===== config.mk =====
export PLATFORM = sky130hd
export DESIGN_NAME = json_document_validator
export DESIGN_NICKNAME = d
export VERILOG_FILES = /design/src/rtl/jdv_pkg.sv /design/src/rtl/json_document_validator.sv /design/src/rtl/jdv_front.sv /design/src/rtl/jdv_back.sv
export SDC_FILE = /design/constraint.sdc
export NUM_CORES = 1
export LEC_CHECK = 0
export BUFFER_PORTS_ARGS = -buffer_cell sky130_fd_sc_hd__buf_2
export CAP_MARGIN = 10
export CELL_PAD_IN_SITES_DETAIL_PLACEMENT = 1
export CELL_PAD_IN_SITES_GLOBAL_PLACEMENT = 2
export CORE_UTILIZATION = 42
export CTS_CLUSTER_DIAMETER = 150
export DETAILED_ROUTE_END_ITERATION = 16
export PLACE_DENSITY = 0.87
export SYNTH_ARGS = -nofsm -noshare
export SYNTH_HDL_FRONTEND = slang
export SYNTH_HIERARCHICAL = 1
export SYNTH_SLANG_ARGS = --single-unit

===== constraint.sdc =====
create_clock -name aclk -period 22.2 [get_ports aclk]
set_input_delay 4.44 -clock aclk [delete_from_list [all_inputs] [get_ports aclk]]
set_output_delay 4.44 -clock aclk [all_outputs]
set_load 0.05 [all_outputs]

===== src/rtl/jdv_pkg.sv =====
package jdv_pkg;

    typedef enum logic [4:0] {
        M_VALUE, M_OPEN_OBJ, M_OPEN_ARR, M_KEY, M_COLON, M_AFTER, M_DONE, M_ERROR,
        M_STR, M_ESC, M_HEX, M_LO_BS, M_LO_U, M_LO_HEX, M_UTF8,
        N_SIGN, N_ZERO, N_INT, N_DOT, N_FRAC, N_EXP, N_EXPSIGN, N_EXPDIG, M_LIT
    } mode_t;

    localparam logic [1:0] ST_VALID  = 2'd0;
    localparam logic [1:0] ST_SYNTAX = 2'd1;
    localparam logic [1:0] ST_DEPTH  = 2'd2;
    localparam logic [1:0] ST_TRAIL  = 2'd3;

    // byte class computed in the front end
    typedef struct packed {
        logic       space;
        logic       digit;
        logic       digit19;
        logic       hex_ok;
        logic [3:0] hex_val;
    } byte_class_t;

    typedef struct packed {
        logic [7:0]  data;
        logic        last;
        byte_class_t cls;
    } item_t;

    function automatic logic [7:0] lit_char(input logic [1:0] k, input logic [2:0] i);
        logic [7:0] c;
        c = 8'h00;
        case (k)
            2'd0: case (i)
                3'd0: c = "t"; 3'd1: c = "r"; 3'd2: c = "u"; 3'd3: c = "e";
                default: c = 8'h00;
            endcase
            2'd1: case (i)
                3'd0: c = "f"; 3'd1: c = "a"; 3'd2: c = "l"; 3'd3: c = "s";
                3'd4: c = "e";
                default: c = 8'h00;
            endcase
            default: case (i)
                3'd0: c = "n"; 3'd1: c = "u"; 3'd2: c = "l"; 3'd3: c = "l";
                default: c = 8'h00;
            endcase
        endcase
        return c;
    endfunction

    function automatic logic [2:0] lit_len(input logic [1:0] k);
        return (k == 2'd1) ? 3'd5 : 3'd4;
    endfunction

endpackage


===== src/rtl/json_document_validator.sv =====
// channel | direction | tdata (low bit up)          | tuser | tlast
// s_axis  | in        | data_byte[7:0]              | -     | last_byte
// m_axis  | out       | status[1:0], error_offset   | -     | -
//
// one byte per cycle sustained while no result waits on m_tready; a byte is
// registered in the two-entry queue and parsed combinationally from there, so
// the result register loads when the last byte leaves the queue.
// reset is synchronous on aresetn low and clears all document state and sets
// max_depth to 64. while a result waits on m_tready the queue keeps taking
// beats until both entries are full and then s_tready drops.
module json_document_validator #(
    parameter int STACK_DEPTH = 64,
    parameter int OFFSET_BITS = 32
) (
    input  logic        aclk,
    input  logic        aresetn,
    input  logic        cfg_we,
    input  logic [6:0]  cfg_wdata,
    input  logic        s_tvalid,
    output logic        s_tready,
    input  logic [7:0]  s_tdata,   // data_byte
    input  logic        s_tlast,   // last_byte
    output logic        m_tvalid,
    input  logic        m_tready,
    output logic [39:0] m_tdata    // status[1:0], error_offset[33:2], zero fill
);
    import jdv_pkg::*;

    logic [6:0]  max_depth_reg;
    logic        q_valid, q_ready;
    item_t       q_item;
    logic [1:0]  status;
    logic [31:0] offset;

    always_ff @(posedge aclk) begin
        if (!aresetn) max_depth_reg <= 7'd64;
        else if (cfg_we) max_depth_reg <= cfg_wdata;
    end

    jdv_front u_front (
        .aclk(aclk), .aresetn(aresetn),
        .in_valid(s_tvalid), .in_ready(s_tready),
        .in_data(s_tdata), .in_last(s_tlast),
        .q_valid(q_valid), .q_ready(q_ready), .q_item(q_item)
    );

    jdv_back #(.STACK_DEPTH(STACK_DEPTH), .OFFSET_BITS(OFFSET_BITS)) u_back (
        .aclk(aclk), .aresetn(aresetn), .max_depth(max_depth_reg),
        .q_valid(q_valid), .q_ready(q_ready), .q_item(q_item),
        .m_valid(m_tvalid), .m_ready(m_tready),
        .m_status(status), .m_offset(offset)
    );

    assign m_tdata = {6'd0, offset, status};
endmodule


===== src/rtl/jdv_front.sv =====
module jdv_front (
    input  logic             aclk,
    input  logic             aresetn,
    input  logic             in_valid,
    output logic             in_ready,
    input  logic [7:0]       in_data,
    input  logic             in_last,
    output logic             q_valid,
    input  logic             q_ready,
    output jdv_pkg::item_t   q_item
);
    import jdv_pkg::*;

    // two-entry queue towards the back end
    item_t      mem_reg [2];
    logic       wr_ptr_reg, rd_ptr_reg;
    logic [1:0] count_reg;
    item_t      item;
    logic       push, pop;

    always_comb begin
        item.data = in_data;
        item.last = in_last;
        item.cls.space = (in_data == 8'h20) || (in_data == 8'h09) ||
                         (in_data == 8'h0A) || (in_data == 8'h0D);
        item.cls.digit = (in_data >= "0") && (in_data <= "9");
        item.cls.digit19 = (in_data >= "1") && (in_data <= "9");
        item.cls.hex_ok = 1'b1;
        item.cls.hex_val = 4'd0;
        if (item.cls.digit) begin
            item.cls.hex_val = 4'(in_data - "0");
        end else if (in_data >= "a" && in_data <= "f") begin
            item.cls.hex_val = 4'(in_data - "a" + 8'd10);
        end else if (in_data >= "A" && in_data <= "F") begin
            item.cls.hex_val = 4'(in_data - "A" + 8'd10);
        end else begin
            item.cls.hex_ok = 1'b0;
        end
    end

    assign in_ready = (count_reg != 2'd2);
    assign q_valid  = (count_reg != 2'd0);
    assign q_item   = mem_reg[rd_ptr_reg];
    assign push     = in_valid && in_ready;
    assign pop      = q_valid && q_ready;

    always_ff @(posedge aclk) begin
        if (push) begin
            mem_reg[wr_ptr_reg] <= item;
        end
        if (!aresetn) begin
            wr_ptr_reg <= 1'b0;
            rd_ptr_reg <= 1'b0;
            count_reg  <= 2'd0;
        end else begin
            if (push) wr_ptr_reg <= ~wr_ptr_reg;
            if (pop) rd_ptr_reg <= ~rd_ptr_reg;
            count_reg <= count_reg + 2'(push) - 2'(pop);
        end
    end
endmodule


===== src/rtl/jdv_back.sv =====
module jdv_back #(
    parameter int STACK_DEPTH = 64,
    parameter int OFFSET_BITS = 32
) (
    input  logic             aclk,
    input  logic             aresetn,
    input  logic [6:0]       max_depth,
    input  logic             q_valid,
    output logic             q_ready,
    input  jdv_pkg::item_t   q_item,
    output logic             m_valid,
    input  logic             m_ready,
    output logic [1:0]       m_status,
    output logic [31:0]      m_offset
);
    import jdv_pkg::*;

    localparam int SW = (STACK_DEPTH > 1) ? $clog2(STACK_DEPTH) : 1;
    localparam int DW = $clog2(STACK_DEPTH + 1) + 1;
    localparam logic [OFFSET_BITS-1:0] OMAX = '1;

    logic              stack_reg [STACK_DEPTH];
    // copies of the top of stack and the level below it, held beside the array
    logic              top_reg;
    logic              below_reg;
    mode_t             mode_reg, mode_next;
    logic [DW-1:0]     depth_reg, depth_next;
    logic [OFFSET_BITS-1:0] off_reg, off_next;
    logic [15:0]       hex_reg, hex_next;
    logic [2:0]        sub_reg, sub_next;
    logic [3:0]        u8_reg, u8_next;
    logic [1:0]        lit_reg, lit_next;
    logic [1:0]        err_reg, err_next;
    logic [OFFSET_BITS-1:0] pos_reg, pos_next;
    logic              push_en;
    logic              pop_en;
    logic              push_bit;
    logic              out_valid_reg;
    logic [1:0]        out_status_reg;
    logic [31:0]       out_offset_reg;

    logic              step;
    logic [7:0]        b;
    byte_class_t       c;
    logic [DW-1:0]     limit;
    logic              top_obj;
    logic [OFFSET_BITS-1:0] endpos;

    assign q_ready = !out_valid_reg || m_ready;
    assign step    = q_valid && q_ready;
    assign b       = q_item.data;
    assign c       = q_item.cls;
    assign m_valid  = out_valid_reg;
    assign m_status = out_status_reg;
    assign m_offset = out_offset_reg;

    assign limit = ({{(DW > 7 ? DW-7 : 0){1'b0}}, max_depth} < DW'(STACK_DEPTH)) ?
                   DW'(max_depth) : DW'(STACK_DEPTH);
    assign top_obj = (depth_reg == '0) ? 1'b0 : top_reg;
    assign endpos = (off_reg == OMAX) ? OMAX : off_reg + 1'b1;

    function automatic logic [OFFSET_BITS-1:0] back_off(
        input logic [OFFSET_BITS-1:0] p, input logic [2:0] k);
        return (p >= OFFSET_BITS'(k)) ? p - OFFSET_BITS'(k) : '0;
    endfunction

    always_comb begin
        logic [1:0]  n;
        logic [7:0]  lo, hi;
        logic        ok;
        logic [15:0] h;
        logic        redo;
        mode_t       m;
        mode_next  = mode_reg;
        depth_next = depth_reg;
        hex_next   = hex_reg;
        sub_next   = sub_reg;
        u8_next    = u8_reg;
        lit_next   = lit_reg;
        err_next   = err_reg;
        pos_next   = pos_reg;
        push_en    = 1'b0;
        pop_en     = 1'b0;
        push_bit   = 1'b0;
        n = 2'd0; lo = 8'h80; hi = 8'hBF; ok = 1'b0; h = 16'd0; redo = 1'b0;
        m = mode_reg;
        // numbers ending and open array re-enter as a value or after-state
        case (mode_reg)
            M_OPEN_ARR: if (!c.space && b != "]") begin
                m = M_VALUE;
            end
            N_ZERO, N_INT, N_FRAC, N_EXPDIG: begin
                redo = !((mode_reg != N_ZERO && c.digit) ||
                         ((mode_reg == N_ZERO || mode_reg == N_INT) && b == ".") ||
                         (mode_reg != N_EXPDIG && (b == "e" || b == "E")));
                if (redo) m = (depth_reg != '0) ? M_AFTER : M_DONE;
            end
            default: m = mode_reg;
        endcase
        mode_next = m;

        case (m)
            M_VALUE: if (!c.space) begin
                if (b == "{" || b == "[") begin
                    if (depth_reg >= limit) begin
                        err_next = ST_DEPTH; pos_next = off_reg; mode_next = M_ERROR;
                    end else begin
                        push_en = 1'b1; push_bit = (b == "{");
                        depth_next = depth_reg + 1'b1;
                        mode_next = (b == "{") ? M_OPEN_OBJ : M_OPEN_ARR;
                    end
                end else if (b == 8'h22) begin
                    lit_next = 2'd0; mode_next = M_STR;
                end else if (b == "t" || b == "f" || b == "n") begin
                    lit_next = (b == "t") ? 2'd0 : (b == "f") ? 2'd1 : 2'd2;
                    sub_next = 3'd1; mode_next = M_LIT;
                end else if (b == "-") begin
                    mode_next = N_SIGN;
                end else if (b == "0") begin
                    mode_next = N_ZERO;
                end else if (c.digit19) begin
                    mode_next = N_INT;
                end else begin
                    err_next = ST_SYNTAX; pos_next = off_reg; mode_next = M_ERROR;
                end
            end
            M_OPEN_ARR: if (!c.space) begin
                pop_en = 1'b1;
                depth_next = depth_reg - 1'b1;
                mode_next = (depth_reg > DW'(1)) ? M_AFTER : M_DONE;
            end
            M_OPEN_OBJ, M_KEY: if (!c.space) begin
                if (m == M_OPEN_OBJ && b == "}") begin
                    pop_en = 1'b1;
                    depth_next = depth_reg - 1'b1;
                    mode_next = (depth_reg > DW'(1)) ? M_AFTER : M_DONE;
                end else if (b == 8'h22) begin
                    lit_next = 2'd1; mode_next = M_STR;
                end else begin
                    err_next = ST_SYNTAX; pos_next = off_reg; mode_next = M_ERROR;
                end
            end
            M_COLON: if (!c.space) begin
                if (b == ":") mode_next = M_VALUE;
                else begin
                    err_next = ST_SYNTAX; pos_next = off_reg; mode_next = M_ERROR;
                end
            end
            M_AFTER: if (!c.space) begin
                if (b == ",") begin
                    mode_next = top_obj ? M_KEY : M_VALUE;
                end else if (b == (top_obj ? 8'h7D : 8'h5D)) begin
                    if (depth_reg != '0) begin
                        pop_en = 1'b1;
                        depth_next = depth_reg - 1'b1;
                    end
                    mode_next = (depth_reg > DW'(1)) ? M_AFTER : M_DONE;
                end else begin
                    err_next = ST_SYNTAX; pos_next = off_reg; mode_next = M_ERROR;
                end
            end
            M_DONE: if (!c.space) begin
                err_next = ST_TRAIL; pos_next = off_reg; mode_next = M_ERROR;
            end
            M_STR: begin
                if (b == 8'h22) begin
                    mode_next = lit_reg[0] ? M_COLON :
                                (depth_reg != '0) ? M_AFTER : M_DONE;
                end else if (b == 8'h5C) begin
                    mode_next = M_ESC;
                end else if (b < 8'h20) begin
                    err_next = ST_SYNTAX; pos_next = off_reg; mode_next = M_ERROR;
                end else if (b >= 8'h80) begin
                    sub_next = 3'd1; mode_next = M_UTF8;
                    if (b >= 8'hC2 && b <= 8'hDF) u8_next = 4'd0;
                    else if (b >= 8'hE0 && b <= 8'hEF)
                        u8_next = {2'd1, (b == 8'hE0) ? 2'd1 : (b == 8'hED) ? 2'd2 : 2'd0};
                    else if (b >= 8'hF0 && b <= 8'hF4)
                        u8_next = {2'd2, (b == 8'hF0) ? 2'd1 : (b == 8'hF4) ? 2'd2 : 2'd0};
                    else begin
                        sub_next = sub_reg;
                        err_next = ST_SYNTAX; pos_next = off_reg; mode_next = M_ERROR;
                    end
                end
            end
            M_ESC: begin
                if (b == 8'h22 || b == 8'h5C || b == "/" || b == "b" || b == "f" ||
                    b == "n" || b == "r" || b == "t") begin
                    mode_next = M_STR;
                end else if (b == "u") begin
                    mode_next = M_HEX; sub_next = 3'd0; hex_next = 16'd0;
                end else begin
                    err_next = ST_SYNTAX; pos_next = off_reg; mode_next = M_ERROR;
                end
            end
            M_HEX, M_LO_HEX: begin
                if (!c.hex_ok) begin
                    err_next = ST_SYNTAX; pos_next = back_off(off_reg, sub_reg);
                    mode_next = M_ERROR;
                end else begin
                    h = {hex_reg[11:0], c.hex_val};
                    hex_next = h;
                    sub_next = sub_reg + 3'd1;
                    if (m == M_HEX && sub_reg == 3'd3) begin
                        if (h >= 16'hD800 && h <= 16'hDBFF) begin
                            mode_next = M_LO_BS; sub_next = 3'd0;
                        end else if (h >= 16'hDC00 && h <= 16'hDFFF) begin
                            err_next = ST_SYNTAX; pos_next = back_off(off_reg, 3'd3);
                            mode_next = M_ERROR;
                        end else begin
                            mode_next = M_STR;
                        end
                    end else if (m == M_LO_HEX && sub_reg == 3'd5) begin
                        if (h >= 16'hDC00 && h <= 16'hDFFF) mode_next = M_STR;
                        else begin
                            err_next = ST_SYNTAX; pos_next = back_off(off_reg, 3'd5);
                            mode_next = M_ERROR;
                        end
                    end
                end
            end
            M_LO_BS: begin
                if (b == 8'h5C) begin
                    mode_next = M_LO_U; sub_next = 3'd1;
                end else begin
                    err_next = ST_SYNTAX; pos_next = off_reg; mode_next = M_ERROR;
                end
            end
            M_LO_U: begin
                if (b == "u") begin
                    mode_next = M_LO_HEX; sub_next = 3'd2; hex_next = 16'd0;
                end else begin
                    err_next = ST_SYNTAX; pos_next = back_off(off_reg, 3'd1);
                    mode_next = M_ERROR;
                end
            end
            M_UTF8: begin
                n = u8_reg[3:2];
                if (sub_reg == 3'd1) begin
                    lo = (u8_reg[1:0] == 2'd1) ? ((n == 2'd1) ? 8'hA0 : 8'h90) : 8'h80;
                    hi = (u8_reg[1:0] == 2'd2) ? ((n == 2'd1) ? 8'h9F : 8'h8F) : 8'hBF;
                    ok = (b >= lo) && (b <= hi);
                end else begin
                    ok = (b[7:6] == 2'b10);
                end
                if (!ok) begin
                    err_next = ST_SYNTAX; pos_next = back_off(off_reg, sub_reg);
                    mode_next = M_ERROR;
                end else begin
                    sub_next = sub_reg + 3'd1;
                    if (sub_reg + 3'd1 >= 3'(n) + 3'd2) mode_next = M_STR;
                end
            end
            M_LIT: begin
                if (sub_reg < lit_len(lit_reg) && b == lit_char(lit_reg, sub_reg)) begin
                    sub_next = sub_reg + 3'd1;
                    if (sub_reg + 3'd1 >= lit_len(lit_reg))
                        mode_next = (depth_reg != '0) ? M_AFTER : M_DONE;
                end else begin
                    err_next = ST_SYNTAX; pos_next = back_off(off_reg, sub_reg);
                    mode_next = M_ERROR;
                end
            end
            N_SIGN: begin
                if (b == "0") mode_next = N_ZERO;
                else if (c.digit19) mode_next = N_INT;
                else begin
                    err_next = ST_SYNTAX; pos_next = off_reg; mode_next = M_ERROR;
                end
            end
            N_ZERO, N_INT, N_FRAC: begin
                if (b == ".") mode_next = N_DOT;
                else if (b == "e" || b == "E") mode_next = N_EXP;
            end
            N_DOT, N_EXPSIGN: begin
                if (c.digit) mode_next = (m == N_DOT) ? N_FRAC : N_EXPDIG;
                else begin
                    err_next = ST_SYNTAX; pos_next = off_reg; mode_next = M_ERROR;
                end
            end
            N_EXP: begin
                if (b == "+" || b == "-") mode_next = N_EXPSIGN;
                else if (c.digit) mode_next = N_EXPDIG;
                else begin
                    err_next = ST_SYNTAX; pos_next = off_reg; mode_next = M_ERROR;
                end
            end
            default: mode_next = m;
        endcase

        // end of document checks run on the state after this beat
        if (q_item.last) begin
            case (mode_next)
                M_DONE, M_ERROR: ;
                N_ZERO, N_INT, N_FRAC, N_EXPDIG: if (depth_next != '0) begin
                    err_next = ST_SYNTAX; pos_next = endpos;
                end
                M_LIT, M_HEX, M_LO_BS, M_LO_U, M_LO_HEX, M_UTF8: begin
                    err_next = ST_SYNTAX; pos_next = back_off(endpos, sub_next);
                end
                default: begin
                    err_next = ST_SYNTAX; pos_next = endpos;
                end
            endcase
        end
        off_next = endpos;
    end

    // entries are read only after they are written, so no reset here
    always_ff @(posedge aclk) begin
        if (step && push_en) begin
            stack_reg[SW'(depth_reg)] <= push_bit;
            top_reg <= push_bit;
            below_reg <= top_reg;
        end else if (step && pop_en) begin
            top_reg <= below_reg;
            below_reg <= stack_reg[SW'(depth_reg - DW'(3))];
        end
    end

    always_ff @(posedge aclk) begin
        if (!aresetn) begin
            mode_reg <= M_VALUE;
            depth_reg <= '0;
            off_reg <= '0;
            hex_reg <= '0;
            sub_reg <= '0;
            u8_reg <= '0;
            lit_reg <= '0;
            err_reg <= ST_VALID;
            pos_reg <= '0;
            out_valid_reg <= 1'b0;
        end else begin
            if (step && q_item.last) out_valid_reg <= 1'b1;
            else if (m_valid && m_ready) out_valid_reg <= 1'b0;
            if (step) begin
                if (q_item.last) begin
                    out_status_reg <= err_next;
                    if (err_next == ST_VALID) out_offset_reg <= '0;
                    else if (OFFSET_BITS > 32 && (pos_next >> 32) != '0)
                        out_offset_reg <= '1;
                    else out_offset_reg <= 32'(pos_next);
                    mode_reg <= M_VALUE;
                    depth_reg <= '0;
                    off_reg <= '0;
                    hex_reg <= '0;
                    sub_reg <= '0;
                    u8_reg <= '0;
                    lit_reg <= '0;
                    err_reg <= ST_VALID;
                    pos_reg <= '0;
                end else begin
                    mode_reg <= mode_next;
                    depth_reg <= depth_next;
                    off_reg <= off_next;
                    hex_reg <= hex_next;
                    sub_reg <= sub_next;
                    u8_reg <= u8_next;
                    lit_reg <= lit_next;
                    err_reg <= err_next;
                    pos_reg <= pos_next;
                end
            end
        end
    end
endmodule

-- After elaboration in Yosys (flattened, before gate mapping)
Memories as Yosys holds them, arrays and structs flattened. A register that Yosys moved wholly into a read port is not among the register bits.
Cells that the tools add are included.
- logic and storage cells: 498
- input bits: 21
- output and inout bits: 42
- register bits: 152
- bits in writable memories: 98
- memories: 2
- equality and inequality tests: 94
- $add $sub $neg: 18
- reductions and logical operators: 73
- order comparisons: 32
- multiplexer cells: 259
- bitwise logic cells: 2
- memory list (name ; words ; width ; rd ports ; clocked after Yosys merged registers in ; write ports ; line ; source):
    u_back.stack_reg ; 64 ; 1 ; 1 ; 0 ; 1 ; jdv_back.sv:22 ; logic stack_reg [STACK_DEPTH];
    u_front.mem_reg ; 2 ; 17 ; 1 ; 1 ; 1 ; jdv_front.sv:15 ; item_t mem_reg [2];
- operator list (kind ; count):
    2-to-1 mux 32 bit ; 48
    case mux 32 bit (15 select lines) ; 1
    2-to-1 mux 5 bit ; 41
    2-to-1 mux 2 bit ; 58
    2-to-1 mux 8 bit ; 14
    == test 8 x 7 -> 1 bit (second input constant) ; 12
    case mux 32 bit (3 select lines) ; 1
    case mux 5 bit (17 select lines) ; 1
    == test 5 bit (second input constant) ; 16
    2-to-1 mux 4 bit ; 19
    == test 8 x 6 -> 1 bit (second input constant) ; 9
    2-to-1 mux 3 bit ; 23
    == test 5 x 4 -> 1 bit (second input constant) ; 13
    greater-or-equal comparator 32 x 3 -> 1 bit ; 2
    2-to-1 mux 16 bit ; 4
    subtractor 32 x 3 -> 32 bit ; 2
    case mux 16 bit (3 select lines) ; 1
    case mux 7 bit (5 select lines) ; 1
    2-to-1 mux 1 bit ; 34
    adder 32 x 1 -> 32 bit (second input constant) ; 1
    == test 32 bit (second input constant) ; 1
    == test 8 bit (second input constant) ; 4
    greater-or-equal comparator 16 bit (second input constant) ; 2
    greater-or-equal comparator 32 x 1 -> 1 bit (second input constant) ; 1
    77 further kinds ; 169

-- Longest topological paths before layout
- depth in word-level cells: 18
- mapped depth: 35
- depth with buffers taken out: 28

-- By module
The synthesis kept the hierarchy.
- by module, submodules not included (module ; cells an instance ; seq. area each (µm²) ; area an instance (µm²) ; instances):
    jdv_back ; 2468 ; 5024.8 ; 18532.8 ; 1
    jdv_front ; 107 ; 1121.1 ; 1716.6 ; 1
    json_document_validator ; 29 ; 140.1 ; 311.5 ; 1

-- Worst setup path after synthesis
OpenSTA, ideal clock, no wires.
- kind: reg2reg
- from: register u_back.depth_reg[0]
- to: register u_back.out_offset_reg[15] (netlist: u_back/m_offset[15]) (data pin)
- path buffers: 7
- data arrival time: 8572 ps
- stages on the path, launching flop included: 34
- required time: 21941 ps
- period minus slack after synthesis: 8832 ps
- path slack: 13368 ps
- library setup time: 259 ps
- path through: dfxtp_1 > buf_1 > buf_1 > clkbuf_1 > inv_1 > ha_1 > clkbuf_1 > and3_1 > buf_2 > or3_1 > or3_1 > clkbuf_1 > a2111oi_4 > o21ai_1 > o221ai_1 > o32ai_1 > o311ai_0 > ha_1 > inv_1 > fa_1 > a21oi_1 > nand2_1 > or2_2 > nor4_1 > nand4b_1 > or3_1 > or3_1 > nor3_1 > nand3_1 > nand2_1 > nor2_4 > buf_4 > a22oi_1 > a21oi_1
- longest elaborated chain between the ends: 15
- elaborated cells between the ends (all ways): 135
- those cells by class: add/sub: 3; order compare: 3; eq/ne: 34; mux: 80; reduce/logical: 15
- RTL lines (item ; line ; source):
    start, declared ; jdv_back.sv:27 ; logic [DW-1:0] depth_reg, depth_next;
    start signal, assigned ; jdv_back.sv:354 ; depth_reg <= depth_next;
    branches (longest 15 deep; another with subtractor 32 x 3 -> 32 bit) ; n/a ;
    end signal, assigned ; jdv_back.sv:342 ; else out_offset_reg <= 32'(pos_next);
    end, declared ; jdv_back.sv:40 ; logic [31:0] out_offset_reg;
Parallel ways; which one is timed is not known.
A chain may end at the register's enable or synchronous reset.

==> results.json <==
{
  "dieHeight_um": 223.3,
  "cts-buffers-inserted": 30,
  "ant_nets": 0,
  "num_antenna_cells": 0,
  "final_common_cell": "nor2_1",
  "slew-limit-headroom_pct": 9.239,
  "initial_core_util_pct": 42.79,
  "grt_overflow": 0,
  "gp_congestion": 0.9897,
  "hold_violations": 0,
  "syn-cell-area_um2": 20560,
  "grt_pass1_wl_mm": 137.0,
  "worst_ep_arrival_time_ns": 11.87,
  "fin_skew_ns": 0.04612,
  "synth_warnings": 6,
  "synthCells": 2604,
  "fin_area_um2": 22310,
  "synthFlopType": "edfxtp_1",
  "drt-initial-drc-count": 2636,
  "coreArea_um2": 48050,
  "worstMarginPinSlew_ns": 1.352,
  "ir_drop_mv": 0.1276,
  "first_pass_iters": 5,
  "tritoncts": "built",
  "path_max_fanout": 21,
  "viasPerCell": 6.922,
  "clkSinkCount": 247,
  "fillers": 5784,
  "path_clk_slew_ns": 0.06,
  "fin_nets": 2602,
  "leakage_nw": 7.948,
  "post-route-period-util_pct": 52.24,
  "cts_hold_buf": 0,
  "setup_tns_ns": 0,
  "ys_types": 113,
  "seq_area_frac_synth_pct": 30.57,
  "power_density_nw_per_um2": 102.0,
  "setup_viol": 0,
  "critPathLaunchType": "flop",
  "r2r_setup_slack_ns": 10.60,
  "ys_seq_elements": 247,
  "dp_hpwl_mm": 66.74,
  "route.detailed.drc": 0,
  "first_global_vias": 21460,
  "htreeDepth": 1,
  "drv_cap": 0,
  "end_kind": "flop",
  "synthArstFlopShare_pct": 0,
  "clock_latency_ns": 0.61,
  "drive_above_1_share_pct": 10.46,
  "finalPower_w": 0.002276,
  "rows": 80,
  "cts_root_buf": "clkbuf_16",
  "max_freq_mhz": 86.23,
  "critPathBufInv": 2,
  "via_count": 22000,
  "finalMaxSlewViolations": 0,
  "place_area_um2": 21200,
  "slowest_stage": "a2111oi_1",
  "post_cts_buffers": 0,
  "die-area_um2": 49840,
  "cts_buffer_depth": 3,
  "syn_avg_cell_area_um2": 7.896,
  "ctsResizeCount": 0,
  "period_needed_ns": 11.60,
  "critPathRequiredTime_ns": 22.47,
  "drt-total-wl_mm": 91.36,
  "grt_max_degree": 67,
  "min_path_type": "flop to flop",
  "largest_register_ffs": 64,
  "io_buffers": 56,
  "worst-setup-path-type": "flop to flop",
  "grt_usage_pct": 35.84,
  "ios": 63,
  "wl_per_cell_um": 28.75,
  "crit_path_max_incr_delay_ns": 0.99,
  "antenna_found_initial": 1,
  "status": "finished clean",
  "rsz0062_at_grt": "no",
  "chipWidth_um": 223.3,
  "final_cell_mix": "nor2_1, nand2_1, edfxtp_1, o21ai_0, a21oi_1",
  "synth_edf_count": 134,
  "syn_to_final_growth_pct": 8.489,
  "crit_family": "simple AND/OR/NAND/NOR gates"
}
## logic make-up after synthesis
kind of cell    after synthesis  share of synthesized area [%]
flops                       247                          30.57
fa+ha+maj                    42                          2.629
other cells                   1                        0.01824
compound gates              762                          25.97
mux                          57                          4.138
simple gates               1175                          29.01
xor+xnor                     60                          2.556
buf+inv                     260                          5.100
## Yosys cell counts, types with 47 or more instances
cell      instances  share of area, %
dfxtp_1         113                11
nor3_1          108               2.6
edfxtp_1        134                20
nor2_1          282               5.1
nand3_1         107               2.6
clkbuf_1        164               3.0
and2_1           52               1.6
nand2_1         247               4.5
o21ai_0         133               3.2
nor2b_1          93               2.8
a22oi_1          89               3.2
nand4_1          47               1.4
a21oi_1         133               3.2
## worst reg2reg max path, stage by stage, from the launching register on
cell	delay [ns]
dfxtp_1	0.81
mux2_2	0.60
nor4bb_1	0.79
a21oi_1	0.31
a21oi_1	0.47
nand2_1	0.41
a2111oi_1	0.99
o21ai_1	0.16
buf_4	0.27
o221ai_1	0.35
o32ai_1	0.14
o311ai_0	0.28
ha_1	0.29
inv_1	0.07
fa_1	0.41
a21oi_1	0.24
nand2_1	0.15
or2_2	0.35
nor4_1	0.66
nand4b_1	0.32
or3_1	0.43
or3_1	0.41
nor3_1	0.52
nand3_1	0.61
nand2_1	0.57
nor2_4	0.23
a222oi_1	0.38
nor2_1	0.08
## final cells by class
cell class | instances | area, um2 | share of cell area [%]
Inverter | 49 | 183.9 | 0.8245
Clock buffer | 34 | 785.8 | 3.523
Sequential cell | 247 | 6286 | 28.18
Multi-Input combinational cell | 2102 | 13290 | 59.56
Timing Repair Buffer | 109 | 678.2 | 3.040
Clock inverter | 22 | 316.6 | 1.419
Tap cell | 615 | 769.5 | 3.450
## report_power, final
| part | switching [W] | total [W] | internal (W) |
|---|---|---|---|
| logic | 0.000894 | 0.00117 | 0.000277 |
| clock network | 0.000216 | 0.000553 | 0.000337 |
| registers | 0.0000367 | 0.000552 | 0.000515 |
| total | 0.00115 | 0.00228 | 0.00113 |
## path summary, 6_finish.rpt
| kind | from | to | depth (start not counted) |
|---|---|---|---|
| hold reg to reg | u_back/hex_reg[2]$_SDFFE_PN0P_ | u_back/hex_reg[6]$_SDFFE_PN0P_ | 2 |
| hold / removal | u_back/hex_reg[2]$_SDFFE_PN0P_ | u_back/hex_reg[6]$_SDFFE_PN0P_ | 2 |
| setup reg to reg | flop | u_back/m_offset[4]$_SDFFCE_PN0P_ | 27 |
| setup / recovery | flop | u_back/m_offset[4]$_SDFFCE_PN0P_ | 27 |
## per-stage QoR
stage | hold slack, ns | instances | utilization (%) | worst slack [ns]
2_1_floorplan | 0.4510 | 2609 | - | 13.37
3_3_place_gp | 0.4665 | 3121 | 44.12 | 11.62
3_5_place_dp | 0.4729 | 3121 | 44.12 | 11.03
4_1_cts | 0.4809 | 3177 | 46.42 | 10.98
5_1_grt | 0.5108 | 3178 | 46.43 | 10.04
6_report | 0.4806 | 3178 | 46.43 | 10.60
## routing by layer
layer | wire length (um) | global-route usage (%)
met3 | 7409 | 5.373
met2 | 39950 | 54.51
met1 | 40470 | 51.18
met4 | 3529 | 13.23
met5 | 0 | 0
Power figures use the tool's default switching activity.
